## src/rtl/rml_pkg.sv

```systemverilog
// Package for the read mark list block: field widths, request codes,
// register indexes and the controller state type.
// No dependencies; every other file of the block imports it.
`default_nettype none

package rml_pkg;

  // Field widths fixed by the request and result formats.
  localparam int RML_STAMP_W = 32;
  localparam int RML_TYPE_W  = 2;
  localparam int RML_COUNT_W = 7;

  // Configuration port: two 32-bit registers at byte addresses 0 and 4.
  localparam int RML_ADDR_W = 3;
  localparam int RML_DATA_W = 32;

  localparam logic REG_EXPIRE = 1'b0;
  localparam logic REG_ENABLE = 1'b1;

  // Request codes carried in req_type.
  localparam logic [RML_TYPE_W-1:0] REQ_MARK  = 2'd0;
  localparam logic [RML_TYPE_W-1:0] REQ_QUERY = 2'd1;
  localparam logic [RML_TYPE_W-1:0] REQ_TRUNC = 2'd2;

  // Controller states.
  typedef enum logic [1:0] {
    ST_IDLE,
    ST_SCAN,
    ST_TAIL,
    ST_DONE
  } rml_state_t;

endpackage : rml_pkg

`default_nettype wire

```

## src/rtl/rml_if.sv

```systemverilog
// Handshake interfaces for the request and result channels of the block.
// Depends on rml_pkg for the field widths.
`default_nettype none

interface rml_req_if import rml_pkg::*; ();
  logic                          valid;
  logic                          ready;
  logic [RML_TYPE_W-1:0]         req_type;
  logic signed [RML_STAMP_W-1:0] post_time;

  modport source (output valid, output req_type, output post_time, input ready);
  modport sink (input valid, input req_type, input post_time, output ready);
endinterface : rml_req_if

interface rml_rsp_if import rml_pkg::*; ();
  logic                   valid;
  logic                   ready;
  logic                   unread;
  logic                   list_changed;
  logic [RML_COUNT_W-1:0] mark_count;

  modport source (output valid, output unread, output list_changed, output mark_count,
                  input ready);
  modport sink (input valid, input unread, input list_changed, input mark_count,
                output ready);
endinterface : rml_rsp_if

`default_nettype wire

```

## src/rtl/read_mark_list_core.sv

```systemverilog
// Read mark list: a descending list of read timestamps held in one memory.
// Depends on rml_pkg and the rml_req_if / rml_rsp_if interfaces.
//
// Usage:
//   A request beat on req carries req_type (mark, query, truncate) and a
//   signed post_time. Every request gives exactly one result beat on rsp:
//   unread (queries only), list_changed and mark_count after the request.
//   The user writes expire_time (address 0) and marking_enabled (address 4)
//   registers via APB only while idle (not enforced); pready is always 1.
// Timing:
//   One request is in flight at a time; req.ready is high only when idle.
//   A request with no list walk goes through ST_DONE to the result register.
//   Marks and queries on a non-empty list read one stored stamp per cycle
//   through the memory's single read port and stop at the deciding entry;
//   an insert walks to the end, shifting the tail, and a growing list
//   passes through ST_TAIL before ST_DONE. Once the result is registered,
//   the block returns to idle and takes the next request.
// Reset and stall:
//   Reset empties the list, clears the dirty flag and both registers. The
//   memory itself is not cleared; entries past the count are never read.
//   The result sits in an output register; the block takes the next
//   request while it waits, and holds a finished result until it drains.
`default_nettype none

module read_mark_list_core import rml_pkg::*; #(
  parameter int MAX_MARKS = 80
) (
  input  wire logic                  clk,
  input  wire logic                  rst,
  rml_req_if.sink                    req,
  rml_rsp_if.source                  rsp,
  input  wire logic                  psel,
  input  wire logic                  penable,
  input  wire logic                  pwrite,
  input  wire logic [RML_ADDR_W-1:0] paddr,
  input  wire logic [RML_DATA_W-1:0] pwdata,
  output logic      [RML_DATA_W-1:0] prdata,
  output logic                       pready
);

  localparam int AW = (MAX_MARKS > 1) ? $clog2(MAX_MARKS) : 1;
  localparam int CW = $clog2(MAX_MARKS + 1);

  // Configuration registers.
  logic signed [RML_STAMP_W-1:0] expire_time;
  logic                          marking_enabled;

  // Control and working registers.
  rml_state_t                    state, state_next;
  logic [RML_TYPE_W-1:0]         kind;
  logic signed [RML_STAMP_W-1:0] stamp;
  logic [CW-1:0]                 count;
  logic                          dirty;
  logic [AW-1:0]                 idx;
  logic [RML_STAMP_W-1:0]        carry;
  logic                          shifting;
  logic                          unread_hit;

  // Result register.
  logic                   out_valid;
  logic                   out_unread;
  logic                   out_changed;
  logic [RML_COUNT_W-1:0] out_count;

  // List memory, one write and one read port, registered read data.
  logic [RML_STAMP_W-1:0] mem [MAX_MARKS];
  logic                   mem_we;
  logic [AW-1:0]          mem_waddr;
  logic [RML_STAMP_W-1:0] mem_wdata;
  logic [AW-1:0]          mem_raddr;
  logic [RML_STAMP_W-1:0] mem_rdata;

  // Decoded conditions.
  logic accept;
  logic in_expired;
  logic start_scan;
  logic write_head;
  logic last;
  logic hit_eq;
  logic hit_gt;
  logic start_shift;
  logic scan_write;
  logic scan_end;
  logic need_tail;
  logic out_free;

  always_ff @(posedge clk) begin
    if (mem_we) begin
      mem[mem_waddr] <= mem_wdata;
    end
    mem_rdata <= mem[mem_raddr];
  end

  // Configuration port.
  assign pready = 1'b1;

  always_ff @(posedge clk) begin
    if (rst) begin
      expire_time     <= '0;
      marking_enabled <= 1'b0;
    end else if (psel && penable && pwrite) begin
      unique case (paddr[2])
        REG_EXPIRE: expire_time     <= $signed(pwdata);
        REG_ENABLE: marking_enabled <= pwdata[0];
        default: ;
      endcase
    end
  end

  always_comb begin
    unique case (paddr[2])
      REG_EXPIRE: prdata = expire_time;
      REG_ENABLE: prdata = {{(RML_DATA_W-1){1'b0}}, marking_enabled};
      default:    prdata = '0;
    endcase
  end

  // Request decode at the accepting edge.
  assign accept     = req.valid && req.ready;
  assign in_expired = req.post_time <= expire_time;
  assign start_scan = !in_expired && (count != '0) &&
                      ((req.req_type == REQ_QUERY) ||
                       ((req.req_type == REQ_MARK) && marking_enabled));
  assign write_head = (req.req_type == REQ_TRUNC) ||
                      ((req.req_type == REQ_MARK) && marking_enabled &&
                       !in_expired && (count == '0));

  // Walk conditions. Reads always run one entry ahead of the write-back,
  // so a shifted entry is read before its slot is overwritten.
  assign last        = (CW'(idx) == count - CW'(1));
  assign hit_eq      = stamp == $signed(mem_rdata);
  assign hit_gt      = stamp > $signed(mem_rdata);
  assign start_shift = !shifting && (kind == REQ_MARK) && hit_gt;
  assign scan_write  = shifting || start_shift;
  assign scan_end    = scan_write ? last : (hit_eq || hit_gt || last);
  assign need_tail   = scan_write && (count < CW'(MAX_MARKS));
  assign out_free    = !out_valid || rsp.ready;

  // Next state.
  always_comb begin
    state_next = state;
    unique case (state)
      ST_IDLE: begin
        if (accept) begin
          state_next = start_scan ? ST_SCAN : ST_DONE;
        end
      end
      ST_SCAN: begin
        if (scan_end) begin
          state_next = need_tail ? ST_TAIL : ST_DONE;
        end
      end
      ST_TAIL: state_next = ST_DONE;
      ST_DONE: begin
        if (out_free) begin
          state_next = ST_IDLE;
        end
      end
      default: state_next = ST_IDLE;
    endcase
  end

  // Memory port control and channel ready.
  always_comb begin
    mem_we    = 1'b0;
    mem_waddr = '0;
    mem_wdata = carry;
    mem_raddr = '0;
    req.ready = 1'b0;
    unique case (state)
      ST_IDLE: begin
        req.ready = 1'b1;
        mem_we    = accept && write_head;
        mem_wdata = req.post_time;
      end
      ST_SCAN: begin
        mem_we    = scan_write;
        mem_waddr = idx;
        mem_wdata = shifting ? carry : stamp;
        mem_raddr = last ? '0 : idx + AW'(1);
      end
      ST_TAIL: begin
        mem_we    = 1'b1;
        mem_waddr = count[AW-1:0];
      end
      default: ;
    endcase
  end

  // State and working registers.
  always_ff @(posedge clk) begin
    if (rst) begin
      state    <= ST_IDLE;
      count    <= '0;
      dirty    <= 1'b0;
      shifting <= 1'b0;
    end else begin
      state <= state_next;
      unique case (state)
        ST_IDLE: begin
          if (accept) begin
            shifting <= 1'b0;
            if (write_head) begin
              count <= CW'(1);
              dirty <= (req.req_type == REQ_MARK);
            end
          end
        end
        ST_SCAN: begin
          if (start_shift) begin
            shifting <= 1'b1;
            dirty    <= 1'b1;
          end
        end
        ST_TAIL: count <= count + CW'(1);
        default: ;
      endcase
    end
  end

  // Payload registers of the walk.
  always_ff @(posedge clk) begin
    if (state == ST_IDLE && accept) begin
      kind       <= req.req_type;
      stamp      <= req.post_time;
      idx        <= '0;
      unread_hit <= (req.req_type == REQ_QUERY) && !in_expired && (count == '0);
    end else if (state == ST_SCAN) begin
      idx   <= idx + AW'(1);
      carry <= mem_rdata;
      if (!shifting && (kind == REQ_QUERY) && hit_gt) begin
        unread_hit <= 1'b1;
      end
    end
  end

  // Result register.
  always_ff @(posedge clk) begin
    if (rst) begin
      out_valid <= 1'b0;
    end else if (state == ST_DONE && out_free) begin
      out_valid <= 1'b1;
    end else if (rsp.ready) begin
      out_valid <= 1'b0;
    end
  end

  always_ff @(posedge clk) begin
    if (state == ST_DONE && out_free) begin
      out_unread  <= unread_hit;
      out_changed <= dirty;
      out_count   <= RML_COUNT_W'(count);
    end
  end

  assign rsp.valid        = out_valid;
  assign rsp.unread       = out_unread;
  assign rsp.list_changed = out_changed;
  assign rsp.mark_count   = out_count;

endmodule : read_mark_list_core

`default_nettype wire

```

## src/flat_wrapper.sv

```systemverilog
// flat-port wrapper written by rule: the top's interface ports become plain ports
module read_mark_list_core_flat import rml_pkg::*;
#(
  parameter int MAX_MARKS = 80
)
  (clk, rst, psel, penable, pwrite, paddr, pwdata, prdata, pready, req_valid, req_req_type, req_post_time, req_ready, rsp_valid, rsp_unread, rsp_list_changed, rsp_mark_count, rsp_ready);
  rml_req_if req_i ();
  rml_rsp_if rsp_i ();
  input  wire logic clk;
  input  wire logic rst;
  input  wire logic psel;
  input  wire logic penable;
  input  wire logic pwrite;
  input  wire logic [RML_ADDR_W-1:0] paddr;
  input  wire logic [RML_DATA_W-1:0] pwdata;
  output logic      [RML_DATA_W-1:0] prdata;
  output logic pready;
  input wire logic [$bits(req_i.valid)-1:0] req_valid;
  input wire logic [$bits(req_i.req_type)-1:0] req_req_type;
  input wire logic [$bits(req_i.post_time)-1:0] req_post_time;
  output wire logic [$bits(req_i.ready)-1:0] req_ready;
  output wire logic [$bits(rsp_i.valid)-1:0] rsp_valid;
  output wire logic [$bits(rsp_i.unread)-1:0] rsp_unread;
  output wire logic [$bits(rsp_i.list_changed)-1:0] rsp_list_changed;
  output wire logic [$bits(rsp_i.mark_count)-1:0] rsp_mark_count;
  input wire logic [$bits(rsp_i.ready)-1:0] rsp_ready;
  assign req_i.valid = req_valid;
  assign req_i.req_type = req_req_type;
  assign req_i.post_time = req_post_time;
  assign req_ready = req_i.ready;
  assign rsp_valid = rsp_i.valid;
  assign rsp_unread = rsp_i.unread;
  assign rsp_list_changed = rsp_i.list_changed;
  assign rsp_mark_count = rsp_i.mark_count;
  assign rsp_i.ready = rsp_ready;
  read_mark_list_core #(.MAX_MARKS(MAX_MARKS)) u_core (.clk(clk), .rst(rst), .req(req_i), .rsp(rsp_i), .psel(psel), .penable(penable), .pwrite(pwrite), .paddr(paddr), .pwdata(pwdata), .prdata(prdata), .pready(pready));
endmodule
```

## config.mk

```make
export PLATFORM = sky130hd
export DESIGN_NAME = read_mark_list_core_flat
export DESIGN_NICKNAME = d
export VERILOG_FILES = /design/src/rtl/rml_pkg.sv /design/src/rtl/rml_if.sv /design/src/rtl/read_mark_list_core.sv /design/src/flat_wrapper.sv
export SDC_FILE = /design/constraint.sdc
export NUM_CORES = 2
export LEC_CHECK = 0
export ABC_AREA = 1
export BUFFER_PORTS_ARGS = -buffer_cell sky130_fd_sc_hd__buf_2
export CAP_MARGIN = 25
export CORE_AREA = 2 2 569 571
export CTS_CLUSTER_SIZE = 16
export DETAILED_ROUTE_END_ITERATION = 10
export DIE_AREA = 0 0 571 573
export HOLD_SLACK_MARGIN = 0.06
export PLACE_DENSITY = 0.5
export SLEW_MARGIN = 20
export SYNTH_ARGS = -nofsm -noshare
export SYNTH_HDL_FRONTEND = slang
export SYNTH_SLANG_ARGS = --single-unit
```

## constraint.sdc

```tcl
create_clock -name clk -period 14.9 [get_ports clk]
set_input_delay 0.745 -clock clk [delete_from_list [all_inputs] [get_ports clk]]
set_output_delay 0.745 -clock clk [all_outputs]
set_load 0.02 [all_outputs]
```

* After elaboration in Yosys (flattened, before gate mapping)
Memories as Yosys holds them, arrays and structs flattened. A register that Yosys moved wholly into a read port is not among the register bits. Index checks and enable logic that the tools add are counted.
Word-level totals: register bits after elaboration 128, RAM bits 2560, bits of input ports 76, word-level logic and storage cells 113, memories 1
Memories:
- u_core.mem | words 80, bits a word 32, read ports 1, clocked after memory_dff 1, write ports 1, RTL line read_mark_list_core.sv:66 | logic [RML_STAMP_W-1:0] mem [MAX_MARKS];
Cells by class: $add $sub $neg 3, order comparisons 3, equal/unequal tests 13, muxes and demuxes 31, bitwise gates (word level) 2, reduce and logical (&&, ||, !) cells 45
Operator list (count):
- case mux 32 bit (2 select lines) | 2
- == test 32 bit | 1
- greater-than comparator 32 bit | 1
- less-or-equal comparator 32 bit | 1
- 2-to-1 mux 32 bit | 1
- 2-to-1 mux 7 bit | 4
- case mux 7 bit (2 select lines) | 2
- logical AND 1 bit | 18
- adder 7 x 1 -> 7 bit, second input constant | 2
- 2-to-1 mux 1 bit | 14
- inequality test 2 x 1 -> 1 bit, second input constant | 5
- nonzero test 2 bit | 5
- AND reduction 3 bit | 3
- 2-to-1 mux 2 bit | 4
- case mux 2 bit (4 select lines) | 1
- AND reduction 2 bit | 4
- == test 7 bit | 1
- zero test 7 bit | 1
- < comparator 7 bit, second input constant | 1
- nonzero test 7 bit | 1
- subtractor 7 x 1 -> 7 bit, second input constant | 1
- == test 2 x 1 -> 1 bit, second input constant | 3
- == test 2 bit, second input constant | 3
- zero test 2 bit | 3
- 6 further kinds | 15

* Longest topological paths before layout
word-level depth 9, depth in mapped cells 22

* Least setup slack after synthesis
Ideal clock, no wire load.
kind reg-to-reg, start point register u_core.state[1], end point memory u_core.mem[0][10], data pin, setup time 624 ps, data arrival time 4357 ps, setup slack 9919 ps, cell stages (with the launch flop) 8, path buffers 3, period minus slack after synthesis 4981 ps, path through dfxtp_1 > inv_1 > ha_1 > buf_2 > clkbuf_1 > clkbuf_1 > o21ai_0 > o211ai_1
On the way: longest elaborated chain between the ends 2
Ends and longest elaborated chain:
- from (decl) | RTL line read_mark_list_core.sv:49 | rml_state_t state, state_next;
- from (signal assigned) | RTL line read_mark_list_core.sv:198 | state <= state_next;
- == test 2 x 1 -> 1 bit or zero test 2 bit (tied branches) | RTL line read_mark_list_core.sv:170 | unique case (state)
- case mux 32 bit (2 select lines) (*) | RTL line read_mark_list_core.sv:170
- via u_core.mem_wdata[10] | RTL line read_mark_list_core.sv:69 | logic [RML_STAMP_W-1:0] mem_wdata;
- to (decl) | RTL line read_mark_list_core.sv:66
The timed path passes the listed nets; every way through them passes the cells marked *.

* Worst setup path in the final report
start point register u_core.count[0], end point register u_core.mem_rdata[9] (read register of u_core.mem)
On the way: longest elaborated chain between the ends 4
Ends and longest elaborated chain:
- from (decl) | RTL line read_mark_list_core.sv:52 | logic [CW-1:0] count;
- from (signal assigned) | RTL line read_mark_list_core.sv:215 | ST_TAIL: count <= count + CW'(1);
- subtractor 7 x 1 -> 7 bit | RTL line read_mark_list_core.sv:130 | assign last = (CW'(idx) == count - CW'(1));
- == test 7 bit | RTL line read_mark_list_core.sv:130
- 2-to-1 mux 7 bit | RTL line read_mark_list_core.sv:180 | mem_raddr = last ? '0 : idx + AW'(1);
- 2-to-1 mux 7 bit | RTL line read_mark_list_core.sv:170
- to (decl) | RTL line read_mark_list_core.sv:71 | logic [RML_STAMP_W-1:0] mem_rdata;
Every way passes these cells. A chain may end at the register's enable or synchronous reset.

==> results.sh <==
export IMPL_outcome="complete, no violations"
export IMPL_slew_viol_final=0
export IMPL_yosysUniqueCellTypes=37
export IMPL_finalClockSkew_ns=0.04549
export IMPL_synthCells=9272
export IMPL_grt_usage_pct=21.38
export IMPL_swShare_pct=34.92
export IMPL_pwr_share_seq_pct=43.5
export IMPL_antenna_found_initial=15
export IMPL_syn_area_um2=112100
export IMPL_drt_pre_antenna_iters=6
export IMPL_crit_path_max_fanout=158
export IMPL_worst_path_most_repeated_cell="nand2_1"
export IMPL_ys_warn_count=0
export IMPL_core_region_area_um2=320400
export IMPL_clkLatencyLatePin_ns=0.87
export IMPL_dieArea_um2=327200
export IMPL_worstSetupPathType="flop to flop"
export IMPL_dieHeight_um=573
export IMPL_grt_max_degree=159
export IMPL_die_x_um=571
export IMPL_worst_ep_arrival_time_ns=9.13
export IMPL_finalSetupTns_ns=0
export IMPL_max_slew_margin_rel_pct=12.69
export IMPL_area_delta_synth_final_pct=12.67
export IMPL_synth_top_family_by_area="simple AND/OR/NAND/NOR gates"
export IMPL_dpl_hpwl_mm=183.1
export IMPL_drc=0
export IMPL_holdCritPathClass="input pin to flop"
export IMPL_max_freq_mhz=119.7
export IMPL_viasPerCell=5.495
export IMPL_drv_cap=0
export IMPL_synth_adder_area_share_pct=0.7926
export IMPL_synth_xor_area_share_pct=0.05470
export IMPL_yosys_mux_area_fraction_pct=0
export IMPL_drtIter0Drc=8587
export IMPL_final_cell_mix="3036 x nand3_1, 2636 x edfxtp_1, 1583 x nand2_1"
export IMPL_clk_pin_slew_worst_paths_ns=0.06
export IMPL_grt_pass1_wl_mm=513.0
export IMPL_cts_tree="done"
export IMPL_powerDensity_nw_per_um2=186.8
export IMPL_critPathRequiredTime_ns=15.68
export IMPL_root_buffer="clkbuf_16"
export IMPL_placed_area_um2=117200
export IMPL_vias=75585
export IMPL_tightest_slew_ns=1.310
export IMPL_grt_pass1_vias=71204
export IMPL_slowest_stage="buf_4"
export IMPL_hold_violations=0
export IMPL_critical_path_cell_chain="inv_2 > ha_1 > inv_1 > nand2_1 > nand2_1 > nand2_1 > nand2_1 > nand3_1 > nor2_1 > nand2_8 > nand2_8 > buf_12 > buf_4 > buf_4 > buf_4 > buf_4 > or2_2 > o21ai_0 > o22ai_1 > nand2_1 > nand3_1 > nand3_1 > nand2_1"
export IMPL_place_ws_ns=6.859
export IMPL_gr_total_overflow=0
export IMPL_power_internal_mw=15.35
export IMPL_antenna_left=0
export IMPL_power_frac_clock_pct=29.1
export IMPL_drt_wl_total_mm=360.2
export IMPL_yosys_area_share_simple_pct=20.78
export IMPL_place_congestion=0.8255
export IMPL_final_common_cell="nand3_1"
export IMPL_nFillCells=30029
export IMPL_final_layout_size_suffix_gt1_share_pct=9.678
export IMPL_cts_buffers=293
export IMPL_p_sw_mw=8.237
export IMPL_setup_ws_ns=6.547
export IMPL_synth_nets=9419
export IMPL_clockBufferDepth=4
export IMPL_start_util_pct=34.98
export IMPL_rsz0062_at_grt="false"
export IMPL_ys_seq_area_share_pct=72.12
export IMPL_critPathCaptureType="flop"
export IMPL_leakagePower_nw=42.51
export IMPL_vdd_drop_max_mv=0.2056
export IMPL_cp_start_kind="flop"
export IMPL_drt_wirelength_per_cell_um=26.18
export IMPL_setup_viol=0
export IMPL_ctsHtreeMaxLevel=5
export IMPL_rows=208
export IMPL_final_net_count=9381
export IMPL_cts_sinks=2720
export IMPL_ys_ff_latch=2720
export IMPL_comb_power_share_pct=27.4
export IMPL_io_pins=120
export IMPL_postCtsSetupRepairBufs=0
export IMPL_fin_crit_sh_pct=56.06
export IMPL_fin_crit_ns=8.353
export IMPL_cts_resized=0
export IMPL_synth_avg_cell_area_um2=12.09
export IMPL_io_buffers=116
export IMPL_fin_area_um2=126300
export IMPL_hold_buffers=0
export IMPL_synth_compound_area_share_pct=2.801
export IMPL_cpPeakStageDelay_ns=0.79
[synth_stat cells, drive strengths merged]
master	number	area [um^2]
nand4	7	43.79
inv	116	435.4
clkinv	4	15.01
a21oi	87	435.4
nor2	321	1225
nand3	3045	15240
o21ai	327	1637
edfxtp	2636	79160
xnor2	3	26.28
nor3	6	30.03
conb	1	3.750
and3	1	6.260
nand3b	4	30.03
clkbuf	229	860.8
buf	459	2547
o31ai	1	7.510
dfxtp	84	1682
o22ai	114	713.2
xor2	4	35.03
o21a	2	15.01
nor4	2	12.51
o211ai	43	322.8
nand2	1585	5959
ha	71	888.4
o221ai	1	8.760
or2	119	744.5
[layout make-up]
class | instances | area (um^2) | area share [%]
Timing Repair Buffer | 355 | 2646 | 2.095
Multi-Input combinational cell | 5744 | 28120 | 22.27
Clock buffer | 373 | 7821 | 6.193
Antenna cell | 7 | 17.52 | 0.01387
Inverter | 120 | 470.5 | 0.3725
Sequential cell | 2720 | 80840 | 64.01
Clock inverter | 132 | 984.7 | 0.7797
Tap cell | 4305 | 5386 | 4.265
[power by group through the flow]
stage	logic (mW)	clock network [mW]	registers, mW
global route	6.94	7.30	10.3
CTS	6.33	6.99	10.3
floorplan	3.52	0	10.6
finish	6.46	6.88	10.3
detailed placement	6.31	0	10.4
global placement	6.18	0	10.4
[critical path: cells and delay by family, from the launching register on]
family          cells  cell delay (ns)
buf+inv             7             3.90
simple gates       13             2.71
flops               1             0.46
fa+ha+maj           1             0.27
compound gates      2             0.20
[per-stage QoR]
| stage | power [mW] | utilization, % | instances | hold WS, ns |
|---|---|---|---|---|
| 6_report | 23.59 | 39.42 | 13756 | 0.1145 |
| 5_1_grt | 24.50 | 39.42 | 13751 | 0.08190 |
| 4_1_cts | 23.59 | 39.34 | 13740 | 0.06489 |
| 3_5_place_dp | 16.74 | 36.59 | 13235 | 0.4169 |
| 3_3_place_gp | 16.59 | 36.58 | 13234 | 0.4191 |
| 2_1_floorplan | 14.08 | - | 9272 | 0.4003 |
[cells by family after synthesis]
group                      Yosys count
xor gates and xnor gates             7
adders and majority gates           71
other                                1
and+or+nand+nor                   5090
DFF                               2720
AOI/OAI and AO/OA                  575
buffers and inverters              808
[routing by layer]
layer	wire (um)	global-route usage (%)
met4	11700	7.121
met5	15	0
met3	26560	3.251
met2	167900	34.01
met1	154000	29.82
[registers in the layout (all words and copies together), names as in the netlist, 2 cells and up]
register               flops
u_core.mem_rdata          32
u_core.mem              2560
u_core.count               7
u_core.carry              32
u_core.rsp.mark_count      7
u_core.stamp              32
u_core.expire_time        32
u_core.idx                 7
u_core.kind                2
u_core.state               2
[path summary, 6_finish.rpt]
check / from / end / slack, ns / cells after the start
min: req_post_time[0] / u_core.stamp[0] / 0.11 / 1
max reg2reg: u_core.count[0] / u_core.mem_rdata[9] / 6.55 / 23
min reg2reg: u_core.unread_hit / u_core.rsp.unread / 0.44 / 0
max: u_core.count[0] / u_core.mem_rdata[9] / 6.55 / 23
(Power assumes the default switching activity.)
